**config.mk**
```make
export PLATFORM = sky130hd
export DESIGN_NAME = sorted_list_table
export DESIGN_NICKNAME = d
export VERILOG_FILES = /design/src/design/slt_pkg.sv /design/src/design/sorted_list_table.sv /design/src/design/slt_ctrl.sv /design/src/design/slt_dpath.sv
export SDC_FILE = /design/constraint.sdc
export NUM_CORES = 1
export LEC_CHECK = 0
export BUFFER_PORTS_ARGS = -buffer_cell sky130_fd_sc_hd__buf_2
export CORE_MARGIN = 3
export CORE_UTILIZATION = 40
export CTS_BUF_LIST = sky130_fd_sc_hd__clkbuf_4 sky130_fd_sc_hd__clkbuf_8
export CTS_CLUSTER_SIZE = 28
export DETAILED_ROUTE_END_ITERATION = 12
export PLACE_DENSITY = 0.59
export SLEW_MARGIN = 20
export SYNTH_ARGS = -nofsm -noshare
export SYNTH_HDL_FRONTEND = slang
export SYNTH_SLANG_ARGS = --single-unit
```
**constraint.sdc**
```tcl
create_clock -name i_clk -period 5.1 [get_ports i_clk]
set_clock_uncertainty 0.1 [all_clocks]
set_input_delay 0.255 -clock i_clk [delete_from_list [all_inputs] [get_ports i_clk]]
set_output_delay 0.255 -clock i_clk [all_outputs]
set_load 0.005 [all_outputs]
```
**src/design/slt_pkg.sv**
```systemverilog
// shared types and constants for the sorted list table
// opcode and status codes, controller/datapath command and status bundles
// no dependencies
package slt_pkg;

    // default configuration
    localparam int SLT_CAPACITY  = 16;
    localparam int SLT_KEY_WIDTH = 32;

    // fixed port widths
    localparam int OPCODE_W    = 3;
    localparam int KEY_IN_W    = 32;
    localparam int STATUS_W    = 2;
    localparam int COUNT_OUT_W = 5;

    typedef enum logic [OPCODE_W-1:0] {
        OP_INSERT       = 3'd0,
        OP_DELETE       = 3'd1,
        OP_RETRIEVE     = 3'd2,
        OP_RESET_CURSOR = 3'd3,
        OP_GET_NEXT     = 3'd4,
        OP_MAKE_EMPTY   = 3'd5
    } t_opcode;

    typedef enum logic [STATUS_W-1:0] {
        ST_OK        = 2'd0,
        ST_NOT_FOUND = 2'd1,
        ST_FULL      = 2'd2,
        ST_PAST_END  = 2'd3
    } t_status;

    // work pointer update
    typedef enum logic [2:0] {
        PTR_HOLD,
        PTR_ZERO,
        PTR_TOP,
        PTR_INC,
        PTR_DEC
    } t_ptr_op;

    // memory read address select
    typedef enum logic [1:0] {
        RD_PTR,
        RD_PTR_NEXT,
        RD_CURSOR
    } t_rd_sel;

    // memory write select
    typedef enum logic [2:0] {
        WR_NONE,
        WR_UP_DATA,
        WR_UP_KEY,
        WR_PTR_KEY,
        WR_PTR_DATA
    } t_wr_op;

    typedef enum logic [1:0] {
        CNT_HOLD,
        CNT_INC,
        CNT_DEC,
        CNT_CLEAR
    } t_cnt_op;

    typedef enum logic [1:0] {
        CUR_HOLD,
        CUR_CLEAR,
        CUR_INC
    } t_cur_op;

    // controller to datapath
    typedef struct packed {
        logic    load_key;
        t_ptr_op ptr_op;
        t_rd_sel rd_sel;
        t_wr_op  wr_op;
        t_cnt_op cnt_op;
        t_cur_op cur_op;
        logic    res_load;
        t_status res_status;
        logic    res_found;
        logic    res_key_sel;
    } t_cmd;

    // datapath to controller
    typedef struct packed {
        logic lt;
        logic eq;
        logic ptr_zero;
        logic ptr_last;
        logic empty;
        logic full;
        logic cur_ok;
        logic out_free;
    } t_sts;

endpackage

```
**src/design/sorted_list_table.sv**
```systemverilog
// sorted list table, top level
// Keeps up to CAPACITY signed keys in ascending order in a one-read one-write key memory.
// Input channel: i_in_valid / o_in_stall with i_opcode and i_key; one item is taken
// per transfer and gives exactly one result on the output channel o_out_valid /
// i_out_stall (o_status, o_found, o_read_key, o_count, o_full_res).
// Steps from the input transfer to the load of the result register:
//   reset cursor, make empty, unused opcode, full insert, empty search: at dispatch; get next: a cursor read
//   insert: a read and compare per stored key not smaller than the new key, each moved up one slot
//   retrieve or absent delete: a read and compare per key scanned up to the match or the end
//   delete: the scan up to the match, then a read and a write per key moved down behind it
// The walk is set by the memory: one registered read and one write per cycle,
// a compare on each read word.
// A new item can be taken in the cycle after the previous result is loaded.
// Results wait in an output register; while the receiver stalls, the block may take
// and work on the next item but holds its result until the register frees.
// Reset (synchronous, active low) empties the table, zeroes the read cursor and
// drops any pending result; the memory itself is not cleared.
// Depends on slt_pkg, slt_ctrl and slt_dpath.
module sorted_list_table #(
    parameter int CAPACITY  = slt_pkg::SLT_CAPACITY,
    parameter int KEY_WIDTH = slt_pkg::SLT_KEY_WIDTH
) (
    input  logic                                 i_clk,
    input  logic                                 i_rst_n,
    input  logic                                 i_in_valid,
    output logic                                 o_in_stall,
    input  logic [slt_pkg::OPCODE_W-1:0]         i_opcode,
    input  logic signed [slt_pkg::KEY_IN_W-1:0]  i_key,
    output logic                                 o_out_valid,
    input  logic                                 i_out_stall,
    output logic [slt_pkg::STATUS_W-1:0]         o_status,
    output logic                                 o_found,
    output logic signed [slt_pkg::KEY_IN_W-1:0]  o_read_key,
    output logic [slt_pkg::COUNT_OUT_W-1:0]      o_count,
    output logic                                 o_full_res
);
    import slt_pkg::*;

    t_cmd cmd;
    t_sts sts;

    // sequencing
    slt_ctrl u_ctrl (
        .i_clk      (i_clk),
        .i_rst_n    (i_rst_n),
        .i_in_valid (i_in_valid),
        .i_opcode   (i_opcode),
        .o_in_stall (o_in_stall),
        .i_sts      (sts),
        .o_cmd      (cmd)
    );

    // storage and compare
    slt_dpath #(
        .CAPACITY  (CAPACITY),
        .KEY_WIDTH (KEY_WIDTH)
    ) u_dpath (
        .i_clk       (i_clk),
        .i_rst_n     (i_rst_n),
        .i_cmd       (cmd),
        .o_sts       (sts),
        .i_key       (i_key),
        .o_out_valid (o_out_valid),
        .i_out_stall (i_out_stall),
        .o_status    (o_status),
        .o_found     (o_found),
        .o_read_key  (o_read_key),
        .o_count     (o_count),
        .o_full_res  (o_full_res)
    );

endmodule

```
**src/design/slt_ctrl.sv**
```systemverilog
// controller state machine for the sorted list table
// sequences memory walks and result transfers; uses slt_pkg
module slt_ctrl (
    input  logic                          i_clk,
    input  logic                          i_rst_n,
    input  logic                          i_in_valid,
    input  logic [slt_pkg::OPCODE_W-1:0]  i_opcode,
    output logic                          o_in_stall,
    input  slt_pkg::t_sts                 i_sts,
    output slt_pkg::t_cmd                 o_cmd
);
    import slt_pkg::*;

    typedef enum logic [3:0] {
        S_IDLE,
        S_DISPATCH,
        S_INS_RD,
        S_INS_CMP,
        S_INS_PUT,
        S_SRCH_RD,
        S_SRCH_CMP,
        S_DEL_RD,
        S_DEL_WR,
        S_GET_OUT
    } t_state;

    t_state  r_state;
    t_state  n_state;
    t_opcode r_op;
    t_opcode n_op;
    logic    in_accept;

    assign in_accept  = i_in_valid && (r_state == S_IDLE);
    assign o_in_stall = (r_state != S_IDLE);

    // next state and commands
    always_comb begin
        n_state = r_state;
        n_op    = r_op;
        o_cmd   = '{
            load_key:    1'b0,
            ptr_op:      PTR_HOLD,
            rd_sel:      RD_PTR,
            wr_op:       WR_NONE,
            cnt_op:      CNT_HOLD,
            cur_op:      CUR_HOLD,
            res_load:    1'b0,
            res_status:  ST_OK,
            res_found:   1'b0,
            res_key_sel: 1'b0
        };
        unique case (r_state)
            S_IDLE: begin
                if (in_accept) begin
                    o_cmd.load_key = 1'b1;
                    n_op           = t_opcode'(i_opcode);
                    n_state        = S_DISPATCH;
                end
            end
            S_DISPATCH: begin
                unique case (r_op)
                    OP_INSERT: begin
                        o_cmd.cur_op = CUR_CLEAR;
                        priority if (i_sts.full) begin
                            if (i_sts.out_free) begin
                                o_cmd.res_load   = 1'b1;
                                o_cmd.res_status = ST_FULL;
                                n_state          = S_IDLE;
                            end
                        end else if (i_sts.empty) begin
                            o_cmd.ptr_op = PTR_ZERO;
                            n_state      = S_INS_PUT;
                        end else begin
                            o_cmd.ptr_op = PTR_TOP;
                            n_state      = S_INS_RD;
                        end
                    end
                    OP_DELETE, OP_RETRIEVE: begin
                        if (r_op == OP_DELETE) begin
                            o_cmd.cur_op = CUR_CLEAR;
                        end
                        if (i_sts.empty) begin
                            if (i_sts.out_free) begin
                                o_cmd.res_load   = 1'b1;
                                o_cmd.res_status = (r_op == OP_DELETE) ? ST_NOT_FOUND : ST_OK;
                                n_state          = S_IDLE;
                            end
                        end else begin
                            o_cmd.ptr_op = PTR_ZERO;
                            n_state      = S_SRCH_RD;
                        end
                    end
                    OP_GET_NEXT: begin
                        if (i_sts.cur_ok) begin
                            o_cmd.rd_sel = RD_CURSOR;
                            n_state      = S_GET_OUT;
                        end else if (i_sts.out_free) begin
                            o_cmd.res_load   = 1'b1;
                            o_cmd.res_status = ST_PAST_END;
                            n_state          = S_IDLE;
                        end
                    end
                    OP_RESET_CURSOR: begin
                        if (i_sts.out_free) begin
                            o_cmd.cur_op   = CUR_CLEAR;
                            o_cmd.res_load = 1'b1;
                            n_state        = S_IDLE;
                        end
                    end
                    OP_MAKE_EMPTY: begin
                        if (i_sts.out_free) begin
                            o_cmd.cnt_op   = CNT_CLEAR;
                            o_cmd.res_load = 1'b1;
                            n_state        = S_IDLE;
                        end
                    end
                    default: begin
                        // unused opcodes change nothing
                        if (i_sts.out_free) begin
                            o_cmd.res_load = 1'b1;
                            n_state        = S_IDLE;
                        end
                    end
                endcase
            end
            // insert walks down from the top, moving keys not smaller than the new key up one slot
            S_INS_RD: begin
                o_cmd.rd_sel = RD_PTR;
                n_state      = S_INS_CMP;
            end
            S_INS_CMP: begin
                if (!i_sts.lt) begin
                    o_cmd.wr_op = WR_UP_DATA;
                    if (i_sts.ptr_zero) begin
                        n_state = S_INS_PUT;
                    end else begin
                        o_cmd.ptr_op = PTR_DEC;
                        n_state      = S_INS_RD;
                    end
                end else if (i_sts.out_free) begin
                    o_cmd.wr_op    = WR_UP_KEY;
                    o_cmd.cnt_op   = CNT_INC;
                    o_cmd.res_load = 1'b1;
                    n_state        = S_IDLE;
                end
            end
            S_INS_PUT: begin
                if (i_sts.out_free) begin
                    o_cmd.wr_op    = WR_PTR_KEY;
                    o_cmd.cnt_op   = CNT_INC;
                    o_cmd.res_load = 1'b1;
                    n_state        = S_IDLE;
                end
            end
            // ascending search for the first equal key
            S_SRCH_RD: begin
                o_cmd.rd_sel = RD_PTR;
                n_state      = S_SRCH_CMP;
            end
            S_SRCH_CMP: begin
                priority if (i_sts.eq) begin
                    if (r_op == OP_DELETE) begin
                        n_state = S_DEL_RD;
                    end else if (i_sts.out_free) begin
                        o_cmd.res_load  = 1'b1;
                        o_cmd.res_found = 1'b1;
                        n_state         = S_IDLE;
                    end
                end else if (i_sts.ptr_last) begin
                    if (i_sts.out_free) begin
                        o_cmd.res_load   = 1'b1;
                        o_cmd.res_status = (r_op == OP_DELETE) ? ST_NOT_FOUND : ST_OK;
                        n_state          = S_IDLE;
                    end
                end else begin
                    o_cmd.ptr_op = PTR_INC;
                    n_state      = S_SRCH_RD;
                end
            end
            // delete closes the gap, moving later keys down one slot
            S_DEL_RD: begin
                if (i_sts.ptr_last) begin
                    if (i_sts.out_free) begin
                        o_cmd.cnt_op   = CNT_DEC;
                        o_cmd.res_load = 1'b1;
                        n_state        = S_IDLE;
                    end
                end else begin
                    o_cmd.rd_sel = RD_PTR_NEXT;
                    n_state      = S_DEL_WR;
                end
            end
            S_DEL_WR: begin
                o_cmd.wr_op  = WR_PTR_DATA;
                o_cmd.ptr_op = PTR_INC;
                n_state      = S_DEL_RD;
            end
            S_GET_OUT: begin
                o_cmd.rd_sel = RD_CURSOR;
                if (i_sts.out_free) begin
                    o_cmd.cur_op      = CUR_INC;
                    o_cmd.res_load    = 1'b1;
                    o_cmd.res_key_sel = 1'b1;
                    n_state           = S_IDLE;
                end
            end
            default: begin
                n_state = S_IDLE;
            end
        endcase
    end

    // state register
    always_ff @(posedge i_clk) begin
        if (!i_rst_n) begin
            r_state <= S_IDLE;
            r_op    <= OP_INSERT;
        end else begin
            r_state <= n_state;
            r_op    <= n_op;
        end
    end

    // a result is only loaded when the output register can take it
    assert property (@(posedge i_clk) disable iff (!i_rst_n)
        o_cmd.res_load |-> i_sts.out_free)
        else $error("result loaded while output register busy");

    // every result ends the item
    assert property (@(posedge i_clk) disable iff (!i_rst_n)
        o_cmd.res_load |=> (r_state == S_IDLE))
        else $error("controller did not return to idle after result");

    // no insert into a full table
    assert property (@(posedge i_clk) disable iff (!i_rst_n)
        (o_cmd.cnt_op == CNT_INC) |-> !i_sts.full)
        else $error("count incremented while full");

endmodule

```
**src/design/slt_dpath.sv**
```systemverilog
// datapath for the sorted list table
// key memory, count, cursor, walk pointer, compare and output register; uses slt_pkg
module slt_dpath #(
    parameter int CAPACITY  = slt_pkg::SLT_CAPACITY,
    parameter int KEY_WIDTH = slt_pkg::SLT_KEY_WIDTH
) (
    input  logic                                 i_clk,
    input  logic                                 i_rst_n,
    input  slt_pkg::t_cmd                        i_cmd,
    output slt_pkg::t_sts                        o_sts,
    input  logic signed [slt_pkg::KEY_IN_W-1:0]  i_key,
    output logic                                 o_out_valid,
    input  logic                                 i_out_stall,
    output logic [slt_pkg::STATUS_W-1:0]         o_status,
    output logic                                 o_found,
    output logic signed [slt_pkg::KEY_IN_W-1:0]  o_read_key,
    output logic [slt_pkg::COUNT_OUT_W-1:0]      o_count,
    output logic                                 o_full_res
);
    import slt_pkg::*;

    localparam int AW = $clog2(CAPACITY);
    localparam int CW = $clog2(CAPACITY + 1);

    logic [KEY_WIDTH-1:0] mem [CAPACITY];

    logic [KEY_WIDTH-1:0] r_key;
    logic [KEY_WIDTH-1:0] r_rd_data;
    logic [AW-1:0]        r_ptr;
    logic [CW-1:0]        r_count;
    logic [CW-1:0]        r_cursor;
    logic                 r_out_valid;
    t_status              r_status;
    logic                 r_found;
    logic [KEY_IN_W-1:0]  r_read_key;
    logic [COUNT_OUT_W-1:0] r_count_out;
    logic                 r_full_res;

    logic [CW-1:0]        n_count;
    logic [CW-1:0]        n_cursor;
    logic [AW-1:0]        n_ptr;

    logic [KEY_WIDTH+KEY_IN_W-1:0]    key_wide;
    logic [KEY_WIDTH+KEY_IN_W-1:0]    rd_wide;
    logic [CW+COUNT_OUT_W-1:0]        cnt_wide;
    logic [AW-1:0]        ptr_next;
    logic [CW-1:0]        ptr_p1;
    logic [CW-1:0]        count_m1;
    logic [AW-1:0]        rd_addr;
    logic                 wr_en;
    logic [AW-1:0]        wr_addr;
    logic [KEY_WIDTH-1:0] wr_data;
    logic                 out_free;

    // key width conversion in both directions
    assign key_wide = {{KEY_WIDTH{1'b0}}, i_key};
    assign rd_wide  = {{KEY_IN_W{1'b0}}, r_rd_data};
    assign cnt_wide = {{COUNT_OUT_W{1'b0}}, n_count};

    assign ptr_next = r_ptr + 1'b1;
    assign ptr_p1   = CW'(r_ptr) + 1'b1;
    assign count_m1 = r_count - 1'b1;
    assign out_free = !r_out_valid || !i_out_stall;

    // read address select
    always_comb begin
        unique case (i_cmd.rd_sel)
            RD_PTR:      rd_addr = r_ptr;
            RD_PTR_NEXT: rd_addr = ptr_next;
            RD_CURSOR:   rd_addr = r_cursor[AW-1:0];
            default:     rd_addr = r_ptr;
        endcase
    end

    // write port select
    always_comb begin
        wr_en   = 1'b1;
        wr_addr = r_ptr;
        wr_data = r_key;
        unique case (i_cmd.wr_op)
            WR_NONE:     wr_en = 1'b0;
            WR_UP_DATA: begin
                wr_addr = ptr_next;
                wr_data = r_rd_data;
            end
            WR_UP_KEY:   wr_addr = ptr_next;
            WR_PTR_KEY:  wr_addr = r_ptr;
            WR_PTR_DATA: wr_data = r_rd_data;
            default:     wr_en = 1'b0;
        endcase
    end

    // key memory, one write and one registered read per cycle
    always_ff @(posedge i_clk) begin
        if (wr_en) begin
            mem[wr_addr] <= wr_data;
        end
        r_rd_data <= mem[rd_addr];
    end

    // count, cursor and pointer next values
    always_comb begin
        unique case (i_cmd.cnt_op)
            CNT_HOLD:  n_count = r_count;
            CNT_INC:   n_count = r_count + 1'b1;
            CNT_DEC:   n_count = count_m1;
            CNT_CLEAR: n_count = '0;
            default:   n_count = r_count;
        endcase
        unique case (i_cmd.cur_op)
            CUR_HOLD:  n_cursor = r_cursor;
            CUR_CLEAR: n_cursor = '0;
            CUR_INC:   n_cursor = r_cursor + 1'b1;
            default:   n_cursor = r_cursor;
        endcase
        unique case (i_cmd.ptr_op)
            PTR_HOLD: n_ptr = r_ptr;
            PTR_ZERO: n_ptr = '0;
            PTR_TOP:  n_ptr = count_m1[AW-1:0];
            PTR_INC:  n_ptr = ptr_next;
            PTR_DEC:  n_ptr = r_ptr - 1'b1;
            default:  n_ptr = r_ptr;
        endcase
    end

    // control registers
    always_ff @(posedge i_clk) begin
        if (!i_rst_n) begin
            r_count     <= '0;
            r_cursor    <= '0;
            r_out_valid <= 1'b0;
        end else begin
            r_count  <= n_count;
            r_cursor <= n_cursor;
            if (i_cmd.res_load) begin
                r_out_valid <= 1'b1;
            end else if (!i_out_stall) begin
                r_out_valid <= 1'b0;
            end
        end
    end

    // working payload and result register
    always_ff @(posedge i_clk) begin
        r_ptr <= n_ptr;
        if (i_cmd.load_key) begin
            r_key <= key_wide[KEY_WIDTH-1:0];
        end
        if (i_cmd.res_load) begin
            r_status    <= i_cmd.res_status;
            r_found     <= i_cmd.res_found;
            r_read_key  <= i_cmd.res_key_sel ? rd_wide[KEY_IN_W-1:0] : '0;
            r_count_out <= cnt_wide[COUNT_OUT_W-1:0];
            r_full_res  <= (n_count == CW'(CAPACITY));
        end
    end

    // status back to the controller
    assign o_sts = '{
        lt:       ($signed(r_rd_data) < $signed(r_key)),
        eq:       (r_rd_data == r_key),
        ptr_zero: (r_ptr == '0),
        ptr_last: (ptr_p1 == r_count),
        empty:    (r_count == '0),
        full:     (r_count == CW'(CAPACITY)),
        cur_ok:   (r_cursor < r_count),
        out_free: out_free
    };

    assign o_out_valid = r_out_valid;
    assign o_status    = r_status;
    assign o_found     = r_found;
    assign o_read_key  = r_read_key;
    assign o_count     = r_count_out;
    assign o_full_res  = r_full_res;

    // count stays within capacity
    assert property (@(posedge i_clk) disable iff (!i_rst_n)
        r_count <= CW'(CAPACITY))
        else $error("entry count above capacity");

    // a loaded result is offered next cycle
    assert property (@(posedge i_clk) disable iff (!i_rst_n)
        i_cmd.res_load |=> r_out_valid)
        else $error("loaded result not offered");

    // cursor reads only touch stored entries
    assert property (@(posedge i_clk) disable iff (!i_rst_n)
        (i_cmd.rd_sel == RD_CURSOR) |-> (r_cursor < r_count))
        else $error("cursor read beyond stored keys");

endmodule
```
==> results.sh <==
export IMPL_status="completed"
export IMPL_wl_per_cell_um=22.7
export IMPL_syn_to_final_growth_pct=18.5
export IMPL_synth_async_reset_ratio_pct=0
export IMPL_netlist_top_cells_count="edfxtp_1, mux4_2, nand2_1, a21oi_1, inv_1"
export IMPL_nFillCells=5429
export IMPL_p_per_area_nw_per_um2=387
export IMPL_synth_top_area_cell="edfxtp_1"
export IMPL_worst_pin_slew_ps=1050
export IMPL_reg2regPathDepth=16
export IMPL_worst_ep_required_time_ps=5540
export IMPL_initial_core_util_pct=40.6
export IMPL_fp_dieW_um=262
export IMPL_vias=14000
export IMPL_dr_pass1_iters=5
export IMPL_yosysMostFrequentCell="edfxtp_1"
export IMPL_slew_limit_headroom_pct=29.6
export IMPL_cp_top_family="compound AO/OA/AOI/OAI gates"
export IMPL_clock_fmax_mhz=215
export IMPL_min_to="u_dpath.r_key[21]"
export IMPL_syn_cell_area_um2=26200
export IMPL_dp_cells=2412
export IMPL_routabilityCongestion=0.840
export IMPL_yosysWarnings=0
export IMPL_cts_sinks=639
export IMPL_netlist_instances=1480
export IMPL_drive_above_1_share_pct=28.9
export IMPL_finalCritPeriodShare_pct=91.4
export IMPL_register_area_um2=18700
export IMPL_clk_latency_ps=690
export IMPL_synth_edf_count=589
export IMPL_finalSetupTns_ps=0
export IMPL_holdWs_ps=176
export IMPL_muxShareOfSynthArea_pct=12.6
export IMPL_crit_top_cell="a21o_1"
export IMPL_yosys_area_share_simple_pct=5.73
export IMPL_synth_fa_ha_area_share_pct=2.10
export IMPL_wl_mm=60.3
export IMPL_critPathBufInv=3
export IMPL_cts_buffer_depth=3
export IMPL_hold_class="primary input to register"
export IMPL_portBuffers=81
export IMPL_syn_area_per_cell_um2=17.7
export IMPL_htreeDepth=3
export IMPL_synth_xor_xnor_area_share_pct=0.420
export IMPL_switching_share_pct=23.7
export IMPL_synth_area_leaders="edfxtp_1, mux4_2, dfxtp_1"
export IMPL_finalSetupViolCount=0
export IMPL_fp_dieH_um=262
export IMPL_post_route_drc_count=0
export IMPL_gr_total_overflow=0
export IMPL_drv_cap=0
export IMPL_worstReg2RegEnd="u_dpath.r_rd_data[13]"
export IMPL_rsz0062_at_grt="no"
export IMPL_synth_top_family_by_area="multiplexers"
export IMPL_fin_cells=2654
export IMPL_critPathArrivalTime_ps=5100
export IMPL_drt_initial_drc_count=1145
export IMPL_core_area_um2=64600
export IMPL_grt_max_degree=65
export IMPL_path_clk_slew_ps=60
export IMPL_multi_input_area_um2=7110
export IMPL_grt_pass1_vias=14600
export IMPL_end_kind="register"
export IMPL_p_switching_uw=2840
export IMPL_ys_ff_latch=639
export IMPL_cp_start_kind="register"
export IMPL_cts_buffers=104
export IMPL_synth_main_ff_cell="edfxtp_1"
export IMPL_post_route_min_period_ps=4660
export IMPL_seq_power_share_pct=50.3
export IMPL_hold_viol=0
export IMPL_nets=1789
export IMPL_antenna_found_initial=1
export IMPL_max_stage_delay_ps=590
export IMPL_ys_seq_area_share_pct=71.4
export IMPL_crit_chain="inv_1 -> ha_1 -> a21o_1 -> a21o_1 -> a21o_1 -> a211oi_1 -> o211ai_1 -> ha_1 -> nor2_1 -> a21oi_4 -> buf_12 -> buf_12 -> mux4_2 -> nor2b_1 -> a211oi_1 -> a21oi_1"
export IMPL_post_cts_buffers=0
export IMPL_path_class="register to register"
export IMPL_p_comb_share_pct=10.9
export IMPL_critPathMaxFanout=33
export IMPL_p_int_uw=9170
export IMPL_syn_nets=1563
export IMPL_avgViaCountPerCell=5.29
export IMPL_hold_start="i_key[21]"
export IMPL_io_pins=82
export IMPL_cts_tree="yes"
export IMPL_cp_slowest_cell="ha_1"
export IMPL_grt_use_total_pct=17.9
export IMPL_drtAntennaViolNets=0
export IMPL_cts_root_buf="clkbuf_8"
export IMPL_hold_depth=2
export IMPL_peakVddDrop_v=0.000184
export IMPL_dp_final_hpwl_mm=33.5
export IMPL_grt_pass1_wl_mm=90.5
export IMPL_slew_violations=0
export IMPL_synth_compound_area_share_pct=5.62
export IMPL_rows=93
export IMPL_pwr_share_clk_pct=38.8
export IMPL_reg2reg_slack_ps=440
export IMPL_die_area_um2=68600
export IMPL_post_cts_resized=0
export IMPL_hold_buffers=43
export IMPL_synthDominantCellAreaShare_pct=67.5
export IMPL_leakage_uw=0.0106
export IMPL_ys_types=80
export IMPL_r2r_start="u_dpath.r_count[1]"
## state kept, by name, summed over array words and instances (netlist names)
signal               count
u_dpath.o_read_key      32
u_ctrl.r_state           4
u_dpath.o_out_valid      1
u_dpath.mem            512
u_dpath.o_count          5
u_dpath.o_found          1
u_dpath.r_key           32
u_dpath.r_ptr            4
u_dpath.o_status         2
u_dpath.r_cursor         5
u_dpath.r_count          5
u_dpath.o_full_res       1
u_dpath.r_rd_data       32
u_ctrl.r_op              3
## worst reg2reg max path, cell delays in order (launching register included)
cell and delay, ps:
dfxtp_1 490, inv_1 140, ha_1 290, a21o_1 150, a21o_1 170, a21o_1 190, a211oi_1 380, o211ai_1 170
ha_1 590, nor2_1 140, a21oi_4 160, buf_12 230, buf_12 310, mux4_2 550, nor2b_1 140, a211oi_1 260
a21oi_1 60
## final cells by class
type / count / area share (%)
Antenna cell: 1 / 0.00806
Tap cell: 855 / 3.45
Timing Repair Buffer: 194 / 5.48
Clock inverter: 23 / 0.573
Multi-Input combinational cell: 713 / 22.9
Inverter: 54 / 0.653
Sequential cell: 639 / 60.2
Clock buffer: 175 / 6.71
## cells by family after synthesis
family	after synthesis
buffers and inverters	128
adders and majority gates	44
DFF	639
xor gates and xnor gates	11
muxes	168
and+or+nand+nor	272
AOI/OAI and AO/OA	218
## power by group through the flow
| stage | Combinational [µW] | Sequential (µW) | Clock (µW) |
|---|---|---|---|
| finish | 1300 | 6050 | 4660 |
| detailed placement | 1290 | 6160 | 0 |
| floorplan | 868 | 6110 | 0 |
| global placement | 1270 | 6150 | 0 |
| CTS | 1330 | 6050 | 4780 |
| global route | 1430 | 6060 | 5030 |
## placed cells by master, fill, tap and decap left out, types with 44 or more instances in the layout
master | netlist | layout
a21oi_1 | 57 | 55
buf_2 | 23 | 81
clkbuf_4 | 0 | 52
clkbuf_8 | 0 | 123
dfxtp_1 | 50 | 50
edfxtp_1 | 589 | 589
ha_1 | 44 | 44
inv_1 | 54 | 53
mux4_2 | 128 | 128
nand2_1 | 65 | 65
## metrics by stage
step                total power (µW)  area, µm²  utilization [%]  setup slack [ps]
floorplan                       6980      26200                -               452
global placement                7420      28300             43.9               540
detailed placement              7450      28300             43.9               484
CTS                            12200      31000             48.0               440
global route                   12500      31000             48.0              96.9
finish                         12000      31000             48.0               440
## layer usage
metal / wire (µm) / share of wire [%] / vias to the layer above / GRT usage (%)
met1: 26400 / 44 / 7172 / 24.1
met3: 3110 / 5.2 / 91 / 3.23
li1: - / - / 6394 / -
met2: 29500 / 49 / 378 / 29.7
met4: 1320 / 2.2 / 0 / 5.85
met5: 0 / 0 / - / 0
## worst max path at each step
| stage | depth (start not counted) | end | slack (ps) | start |
|---|---|---|---|---|
| final | 16 | u_dpath.r_rd_data[13] | 440 | u_dpath.r_count[1] |
| after global routing | 16 | u_dpath.r_rd_data[13] | 100 | u_dpath.r_count[1] |
| after CTS | 16 | u_dpath.r_rd_data[13] | 440 | u_dpath.r_count[1] |
| after detailed placement | 16 | u_dpath.r_rd_data[13] | 480 | u_dpath.r_count[1] |
| after global placement | 16 | u_dpath.r_rd_data[1] | 540 | u_dpath.r_count[1] |
| after floorplan | 10 | u_dpath.o_count[0] | 450 | u_dpath.r_key[18] |
(Power assumes the default switching activity.)
